===== src/hdl/hfp_pkg.sv =====
// hfp_pkg: types and constants shared by the host frame parser
// holds the phase and kind codes, the item structs and the default payload limit
// no dependencies
package hfp_pkg;

  // largest payload the parser accepts by default
  localparam int MAX_PAYLOAD_DEF = 512;

  // parser phase
  typedef enum logic [2:0] {
    PH_PREAMBLE = 3'd0,
    PH_HEADER   = 3'd1,
    PH_BODY     = 3'd2,
    PH_DONE     = 3'd3,
    PH_ABORTED  = 3'd4
  } phase_t;

  // frame kind as reported on frame_kind
  typedef enum logic [2:0] {
    KIND_UNKNOWN  = 3'd0,
    KIND_NORMAL   = 3'd1,
    KIND_EXTENDED = 3'd2,
    KIND_ACK      = 3'd3,
    KIND_NACK     = 3'd4,
    KIND_ERROR    = 3'd5
  } kind_t;

  // special header byte values
  localparam logic [7:0] BYTE_ZERO = 8'h00;
  localparam logic [7:0] BYTE_ONES = 8'hFF;
  localparam logic [7:0] LEN_ERROR = 8'h01;

  // header positions that trigger a decision
  localparam logic [2:0] POS_SHORT = 3'd2;
  localparam logic [2:0] POS_EXT   = 3'd5;

  // one received item
  typedef struct packed {
    logic [7:0] rx_byte;
    logic       start_frame;
  } hfp_in_t;

  // one result item
  typedef struct packed {
    logic       payload_valid;
    logic [7:0] payload_byte;
    logic [8:0] payload_index;
    logic [2:0] frame_kind;
    logic [9:0] payload_length;
    logic       frame_done;
    logic       frame_error;
  } hfp_out_t;

endpackage


===== src/hdl/hfp_in_if.sv =====
// hfp_in_if: valid/ready channel carrying received items
// depends on hfp_pkg for the item struct
interface hfp_in_if
  import hfp_pkg::*;
();
  logic    valid;
  logic    ready;
  hfp_in_t data;

  modport source (output valid, output data, input ready);
  modport sink   (input valid, input data, output ready);
endinterface


===== src/hdl/hfp_out_if.sv =====
// hfp_out_if: valid/ready channel carrying result items
// depends on hfp_pkg for the item struct
interface hfp_out_if
  import hfp_pkg::*;
();
  logic     valid;
  logic     ready;
  hfp_out_t data;

  modport source (output valid, output data, input ready);
  modport sink   (input valid, input data, output ready);
endinterface


===== src/hdl/host_frame_parser_unit.sv =====
// host_frame_parser_unit: byte-serial parser for host-link frames
// depends on hfp_pkg, hfp_in_if and hfp_out_if
//
// Takes one received byte per item and returns exactly one result item for
// it. The byte is optionally bit-reversed (reverse_bit_order, reset 1), the
// 00 FF start code is searched for, and the frame is classified as ACK, NACK,
// extended, error or normal; length checksums are checked, payload bytes are
// passed out with their index, and the data checksum is verified. After done
// or error further bytes are ignored until an item with start_frame set. An
// extended length above MAX_PAYLOAD is reported as an error. The parser
// state and the result register update at the edge the item is accepted, so
// a new item is taken every cycle while the result register is empty or
// being drained; a result waiting on a stalled sink holds off the next item.
module host_frame_parser_unit
  import hfp_pkg::*;
#(
  parameter int MAX_PAYLOAD = MAX_PAYLOAD_DEF
) (
  input  logic      clk,
  input  logic      rst,
  input  logic      cfg_we,
  input  logic      cfg_wdata,
  hfp_in_if.sink    rx,
  hfp_out_if.source parsed
);

  // length counters wide enough for a normal length byte and the limit
  localparam int LEN_W = (MAX_PAYLOAD >= 256) ? $clog2(MAX_PAYLOAD + 1) : 8;
  localparam logic [16:0] MAX_LEN = 17'(MAX_PAYLOAD);

  // configuration
  logic reverse_bit_order;

  // parser state
  phase_t             phase, phase_next;
  logic               zero_seen, zero_seen_next;
  logic [15:0]        hdr, hdr_next;
  logic [2:0]         hdr_pos, hdr_pos_next;
  kind_t              kind_held, kind_held_next;
  logic [LEN_W-1:0]   length_held, length_held_next;
  logic [LEN_W-1:0]   bytes_passed, bytes_passed_next;
  logic [7:0]         data_sum, data_sum_next;

  // view of state after an optional start_frame clear
  phase_t             cur_phase;
  logic               cur_zero;
  logic [15:0]        cur_hdr;
  logic [2:0]         cur_pos;
  kind_t              cur_kind;
  logic [LEN_W-1:0]   cur_len;
  logic [LEN_W-1:0]   cur_passed;
  logic [7:0]         cur_sum;

  logic [7:0]         b;
  logic [2:0]         pos_inc;
  logic [7:0]         b0;
  logic [15:0]        ext_len;
  logic [7:0]         ext_sum;
  logic [7:0]         short_sum;
  logic [15:0]        len_wide;

  hfp_out_t           res;
  hfp_out_t           out_data;
  logic               out_valid;
  logic               accept;

  // handshake: take an item whenever the result register is free or draining
  assign rx.ready    = !out_valid || parsed.ready;
  assign accept      = rx.valid && rx.ready;
  assign parsed.valid = out_valid;
  assign parsed.data  = out_data;

  // configuration register
  always_ff @(posedge clk) begin
    if (rst) begin
      reverse_bit_order <= 1'b1;
    end else if (cfg_we) begin
      reverse_bit_order <= cfg_wdata;
    end
  end

  // optional bit reversal of the incoming byte
  always_comb begin
    for (int i = 0; i < 8; i++) begin
      b[i] = reverse_bit_order ? rx.data.rx_byte[7 - i] : rx.data.rx_byte[i];
    end
  end

  // start_frame clears the parser before the byte is handled
  always_comb begin
    if (rx.data.start_frame) begin
      cur_phase  = PH_PREAMBLE;
      cur_zero   = 1'b0;
      cur_hdr    = '0;
      cur_pos    = '0;
      cur_kind   = KIND_UNKNOWN;
      cur_len    = '0;
      cur_passed = '0;
      cur_sum    = '0;
    end else begin
      cur_phase  = phase;
      cur_zero   = zero_seen;
      cur_hdr    = hdr;
      cur_pos    = hdr_pos;
      cur_kind   = kind_held;
      cur_len    = length_held;
      cur_passed = bytes_passed;
      cur_sum    = data_sum;
    end
  end

  // header field views
  assign pos_inc   = cur_pos + 3'd1;
  assign b0        = cur_hdr[7:0];
  assign short_sum = b0 + b;
  assign ext_len   = cur_hdr;
  assign ext_sum   = cur_hdr[15:8] + cur_hdr[7:0] + b;

  // next state and result
  always_comb begin
    phase_next        = cur_phase;
    zero_seen_next    = cur_zero;
    hdr_next          = cur_hdr;
    hdr_pos_next      = cur_pos;
    kind_held_next    = cur_kind;
    length_held_next  = cur_len;
    bytes_passed_next = cur_passed;
    data_sum_next     = cur_sum;
    res               = '0;

    case (cur_phase)
      PH_PREAMBLE: begin
        if (b == BYTE_ONES && cur_zero) begin
          phase_next   = PH_HEADER;
          hdr_next     = '0;
          hdr_pos_next = '0;
        end
        zero_seen_next = (b == BYTE_ZERO);
      end
      PH_HEADER: begin
        hdr_next     = {cur_hdr[7:0], b};
        hdr_pos_next = pos_inc;
        if (pos_inc == POS_SHORT) begin
          if (b0 == BYTE_ZERO && b == BYTE_ONES) begin
            kind_held_next   = KIND_ACK;
            length_held_next = '0;
            phase_next       = PH_DONE;
            res.frame_done   = 1'b1;
          end else if (b0 == BYTE_ONES && b == BYTE_ZERO) begin
            kind_held_next   = KIND_NACK;
            length_held_next = '0;
            phase_next       = PH_DONE;
            res.frame_done   = 1'b1;
          end else if (b0 == BYTE_ONES && b == BYTE_ONES) begin
            kind_held_next = KIND_EXTENDED;
          end else if (short_sum != 8'd0) begin
            kind_held_next   = KIND_UNKNOWN;
            length_held_next = '0;
            phase_next       = PH_ABORTED;
            res.frame_error  = 1'b1;
          end else begin
            kind_held_next    = (b0 == LEN_ERROR) ? KIND_ERROR : KIND_NORMAL;
            length_held_next  = LEN_W'(b0);
            bytes_passed_next = '0;
            data_sum_next     = '0;
            phase_next        = PH_BODY;
          end
        end else if (pos_inc >= POS_EXT) begin
          if (ext_sum != 8'd0 || {1'b0, ext_len} > MAX_LEN) begin
            kind_held_next   = KIND_UNKNOWN;
            length_held_next = '0;
            phase_next       = PH_ABORTED;
            res.frame_error  = 1'b1;
          end else begin
            length_held_next  = LEN_W'(ext_len);
            bytes_passed_next = '0;
            data_sum_next     = '0;
            phase_next        = PH_BODY;
          end
        end
      end
      PH_BODY: begin
        data_sum_next = cur_sum + b;
        if (cur_passed < cur_len) begin
          res.payload_valid = 1'b1;
          res.payload_byte  = b;
          res.payload_index = 9'(cur_passed);
          bytes_passed_next = cur_passed + 1'b1;
        end else if (data_sum_next == 8'd0) begin
          phase_next     = PH_DONE;
          res.frame_done = 1'b1;
        end else begin
          phase_next      = PH_ABORTED;
          res.frame_error = 1'b1;
        end
      end
      default: begin
      end
    endcase

    res.frame_kind     = kind_held_next;
    len_wide           = 16'(length_held_next);
    res.payload_length = len_wide[9:0];
  end

  // parser state registers
  always_ff @(posedge clk) begin
    if (rst) begin
      phase        <= PH_PREAMBLE;
      zero_seen    <= 1'b0;
      hdr          <= '0;
      hdr_pos      <= '0;
      kind_held    <= KIND_UNKNOWN;
      length_held  <= '0;
      bytes_passed <= '0;
      data_sum     <= '0;
    end else if (accept) begin
      phase        <= phase_next;
      zero_seen    <= zero_seen_next;
      hdr          <= hdr_next;
      hdr_pos      <= hdr_pos_next;
      kind_held    <= kind_held_next;
      length_held  <= length_held_next;
      bytes_passed <= bytes_passed_next;
      data_sum     <= data_sum_next;
    end
  end

  // result register
  always_ff @(posedge clk) begin
    if (rst) begin
      out_valid <= 1'b0;
    end else if (accept) begin
      out_valid <= 1'b1;
    end else if (parsed.ready) begin
      out_valid <= 1'b0;
    end
  end

  always_ff @(posedge clk) begin
    if (accept) begin
      out_data <= res;
    end
  end

  // a result never reports done and error together
  a_done_err_excl: assert property (@(posedge clk) disable iff (rst)
    out_valid |-> !(out_data.frame_done && out_data.frame_error))
    else $error("frame_done and frame_error both set");

  // payload bytes only come from frames that carry a length
  a_payload_kind: assert property (@(posedge clk) disable iff (rst)
    (out_valid && out_data.payload_valid) |->
      (out_data.frame_kind == KIND_NORMAL || out_data.frame_kind == KIND_EXTENDED ||
       out_data.frame_kind == KIND_ERROR))
    else $error("payload byte outside a data frame");

  // the body counter never runs past the announced length
  a_passed_bound: assert property (@(posedge clk) disable iff (rst)
    (phase == PH_BODY) |-> (bytes_passed <= length_held))
    else $error("payload counter beyond length");

  // a finished frame keeps its state until the next accepted item
  a_end_holds: assert property (@(posedge clk) disable iff (rst)
    ((phase == PH_DONE || phase == PH_ABORTED) && !accept) |=>
      (phase == $past(phase)))
    else $error("end phase changed without an item");

endmodule

===== src/flat_wrapper.sv =====
// flat-port wrapper written by rule: the top's interface ports become plain ports
module host_frame_parser_unit_flat import hfp_pkg::*;
#(
  parameter int MAX_PAYLOAD = MAX_PAYLOAD_DEF
)
  (clk, rst, cfg_we, cfg_wdata, rx_valid, rx_data, rx_ready, parsed_valid, parsed_data, parsed_ready);
  hfp_in_if rx_i ();
  hfp_out_if parsed_i ();
  input  logic clk;
  input  logic rst;
  input  logic cfg_we;
  input  logic cfg_wdata;
  input wire logic [$bits(rx_i.valid)-1:0] rx_valid;
  input wire logic [$bits(rx_i.data)-1:0] rx_data;
  output wire logic [$bits(rx_i.ready)-1:0] rx_ready;
  output wire logic [$bits(parsed_i.valid)-1:0] parsed_valid;
  output wire logic [$bits(parsed_i.data)-1:0] parsed_data;
  input wire logic [$bits(parsed_i.ready)-1:0] parsed_ready;
  assign rx_i.valid = rx_valid;
  assign rx_i.data = rx_data;
  assign rx_ready = rx_i.ready;
  assign parsed_valid = parsed_i.valid;
  assign parsed_data = parsed_i.data;
  assign parsed_i.ready = parsed_ready;
  host_frame_parser_unit #(.MAX_PAYLOAD(MAX_PAYLOAD)) u_core (.clk(clk), .rst(rst), .cfg_we(cfg_we), .cfg_wdata(cfg_wdata), .rx(rx_i), .parsed(parsed_i));
endmodule

===== config.mk =====
export PLATFORM = sky130hd
export DESIGN_NAME = host_frame_parser_unit_flat
export DESIGN_NICKNAME = d
export VERILOG_FILES = /design/src/hdl/hfp_pkg.sv /design/src/hdl/hfp_in_if.sv /design/src/hdl/hfp_out_if.sv /design/src/hdl/host_frame_parser_unit.sv /design/src/flat_wrapper.sv
export SDC_FILE = /design/constraint.sdc
export NUM_CORES = 1
export LEC_CHECK = 0
export ABC_AREA = 1
export BUFFER_PORTS_ARGS = -buffer_cell sky130_fd_sc_hd__clkbuf_2
export CAP_MARGIN = 20
export CORE_MARGIN = 2
export CORE_UTILIZATION = 45
export DETAILED_ROUTE_END_ITERATION = 12
export PLACE_DENSITY = 0.63
export SETUP_SLACK_MARGIN = 0.2
export SYNTH_ARGS = -nofsm -noshare
export SYNTH_HDL_FRONTEND = slang
export SYNTH_SLANG_ARGS = --single-unit

===== constraint.sdc =====
create_clock -name clk -period 7.8 [get_ports clk]
set_clock_uncertainty 0.05 [all_clocks]
set_input_delay 0 -clock clk [delete_from_list [all_inputs] [get_ports clk]]
set_output_delay 0 -clock clk [all_outputs]
set_load 0.01 [all_outputs]

==> impl_metrics.json <==
{
  "grt_util_all_layers": 0.245,
  "rows": 43,
  "leakagePower_nw": 3.34,
  "fp.coreArea_um2": 13900,
  "syn2layout_area_growth_pct": 10.4,
  "hpwl_mm": 13.2,
  "drcViolationCount": 0,
  "start_kind": "flip-flop",
  "final_layout_size_suffix_gt1_frac": 0.127,
  "cts_buffers": 9,
  "reg2reg_depth": 18,
  "synth_fp_nets": 977,
  "ys_async_sr_fraction": 0,
  "grt_max_degree": 98,
  "clockRootBuffer": "clkbuf_16",
  "layout_commonest_cell": "nand2_1",
  "fmax_mhz": 249,
  "synth_area_um2": 6460,
  "reg2reg_from": "u_core.hdr[1]",
  "start_util": 0.463,
  "finalNetCount": 1014,
  "synth_cells": 922,
  "clockBufferDepth": 2,
  "finalCoreUtilization": 0.512,
  "cp_max_fo": 14,
  "clkLatencyLatePin_ns": 0.36,
  "finalHoldViolations": 0,
  "path_cells": "inv_1, nor2_1, inv_1, fa_1, inv_1, ha_1, inv_1, fa_1, nor3_1, nor2_1, nand3_1, nand2_1, nor2_2, nand3_4, nand3_4, nand2_4, nand2_1, a21oi_1",
  "dpl_cell_area_um2": 6810,
  "cpMostUsedCell": "inv_1",
  "dieArea_um2": 15300,
  "drt_wl_total_mm": 18.0,
  "final.fill_count": 1370,
  "numClockSinks": 89,
  "status": "finished clean",
  "rsz0062_at_grt": "no",
  "drv_slew": 0,
  "hold_path_depth": 3,
  "hp-class": "primary input to flip-flop",
  "antenna_found_initial": 0,
  "p_per_area_nw_per_um2": 169,
  "gr-total-overflow": 0,
  "min_from": "rx_data[2]",
  "grt_pass1_wl_mm": 28.7,
  "drt-pass1-iter-count": 5,
  "stdcell_area_um2": 7130,
  "finalSetupTns_ns": 0,
  "layout_common_cells": "nand2_1 (239), inv_1 (128), a21oi_1 (78)",
  "final.period_utilization": 0.514,
  "synth-edff-count": 33,
  "cts_setup_buffers": 0,
  "grt_pass1_vias": 5555,
  "ys.flop_type": "dfxtp_1",
  "critPathArrivalTime_ns": 4.18,
  "period_minus_slack_ns": 4.01,
  "ys_ff_latch": 89,
  "critPathCaptureType": "flip-flop",
  "die_w_um": 124,
  "power_w": 0.00120,
  "vias": 6166,
  "yosysSeqAreaShare": 0.327,
  "slowest_stage": "fa_1",
  "startpoint": "u_core.hdr[1]",
  "io_buffers": 49,
  "cts_tree": "built",
  "tightestPinTransition_ns": 0.996,
  "clk_pin_slew_ns": 0.06,
  "routed_via_density": 5.39,
  "drtIter0Drc": 590,
  "cp_data_required_time_ns": 7.97,
  "die_y_um": 124,
  "crit_type": "flip-flop to flip-flop",
  "setup_viol": 0,
  "ant_nets": 0,
  "netlist-cell-type-count": 48,
  "ctsHtreeMaxLevel": 3,
  "wl_per_cell_um": 15.7,
  "relSlewSlack": 0.336,
  "avgSynthCellArea_um2": 7.00,
  "diodes": 0,
  "yosysWarnings": 0,
  "ir_worst_vdd_uv": 107,
  "cap_violations": 0,
  "gp_congestion": 0.920,
  "num_io_pins": 50,
  "max_stage_delay_ns": 0.51
}
stage by stage:
| stage | setup slack (ns) | cells | hold WS, ns |
|---|---|---|---|
| floorplan | 4.49 | 922 | 0.0504 |
| global placement | 3.53 | 1124 | 0.163 |
| detailed placement | 3.55 | 1124 | 0.161 |
| CTS | 3.81 | 1144 | 0.0461 |
| global route | 3.43 | 1144 | 0.0673 |
| finish | 3.79 | 1144 | 0.0480 |
path summary, 6_finish.rpt:
kind,slack [ns],end
worst min-delay path,0.05,u_core.parsed.data[25]
worst max-delay path,3.79,u_core.data_sum[5]
worst max register to register,3.79,u_core.data_sum[5]
worst min register to register,0.41,u_core.bytes_passed[2]
worst max-delay path: cells and delay by family (launching register included):
kind                     cells  cell delay [ns]
AND/OR/NAND/NOR             10             1.79
buffers and inverters        4             0.45
AO/OA/AOI/OAI                1             0.06
adder cells (fa/ha/maj)      3             1.10
flip-flops                   1             0.40
state kept, by name (all words and copies together), names as in the netlist:
name / count
u_core.hdr: 16
u_core.data_sum: 8
u_core.reverse_bit_order: 1
u_core.parsed.data: 33
u_core.kind_held: 3
u_core.parsed.valid: 1
u_core.length_held: 10
u_core.hdr_pos: 3
u_core.phase: 3
u_core.bytes_passed: 10
u_core.zero_seen: 1
where the power goes:
group	switching, W	internal [W]	total (W)
sequential	0.0000140	0.000508	0.000522
clock	0.000182	0.000248	0.000429
combinational	0.000172	0.0000781	0.000251
cell type report:
cell class / instances / area (µm²) / share of cell area
Timing Repair Buffer: 57 / 315 / 0.0442
Clock buffer: 12 / 236 / 0.0332
Inverter: 140 / 526 / 0.0737
Multi-Input combinational cell: 662 / 3670 / 0.514
Sequential cell: 89 / 2110 / 0.296
Tap cell: 180 / 225 / 0.0316
Clock inverter: 4 / 46.3 / 0.00649
metal layers:
metal / track usage / wire, µm
met5: 0 / 0
met4: 0.0689 / 277
met3: 0.0527 / 1310
met2: 0.376 / 7990
met1: 0.348 / 8360
synthesized netlist by cell type (10+ instances only):
| cell | number | area, µm² |
|---|---|---|
| a21oi_1 | 78 | 390 |
| a31oi_1 | 12 | 75.1 |
| clkbuf_1 | 17 | 63.8 |
| dfxtp_1 | 56 | 1120 |
| edfxtp_1 | 33 | 991 |
| ha_1 | 33 | 413 |
| inv_1 | 129 | 484 |
| inv_2 | 10 | 37.5 |
| nand2_1 | 239 | 897 |
| nand3_1 | 42 | 210 |
| nand4_1 | 17 | 106 |
| nor2_1 | 70 | 263 |
| o21ai_0 | 56 | 280 |
| xor2_1 | 11 | 96.3 |
repair_timing:
action	CTS	global route
hold endpoints to repair	3	0
setup endpoints to repair	0	0
gates resized for setup	0	0
hold buffers	4	0
kinds of logic (layout without fill, tap and decap cells):
group | count (synthesis) | count (layout) | synth area share
simple gates | 421 | 421 | 0.300
xor+xnor | 14 | 14 | 0.0190
flops | 89 | 89 | 0.327
compound gates | 187 | 187 | 0.163
fa+ha+maj | 40 | 40 | 0.0856
buf+inv | 171 | 213 | 0.105
Power figures use the tool's default switching activity.
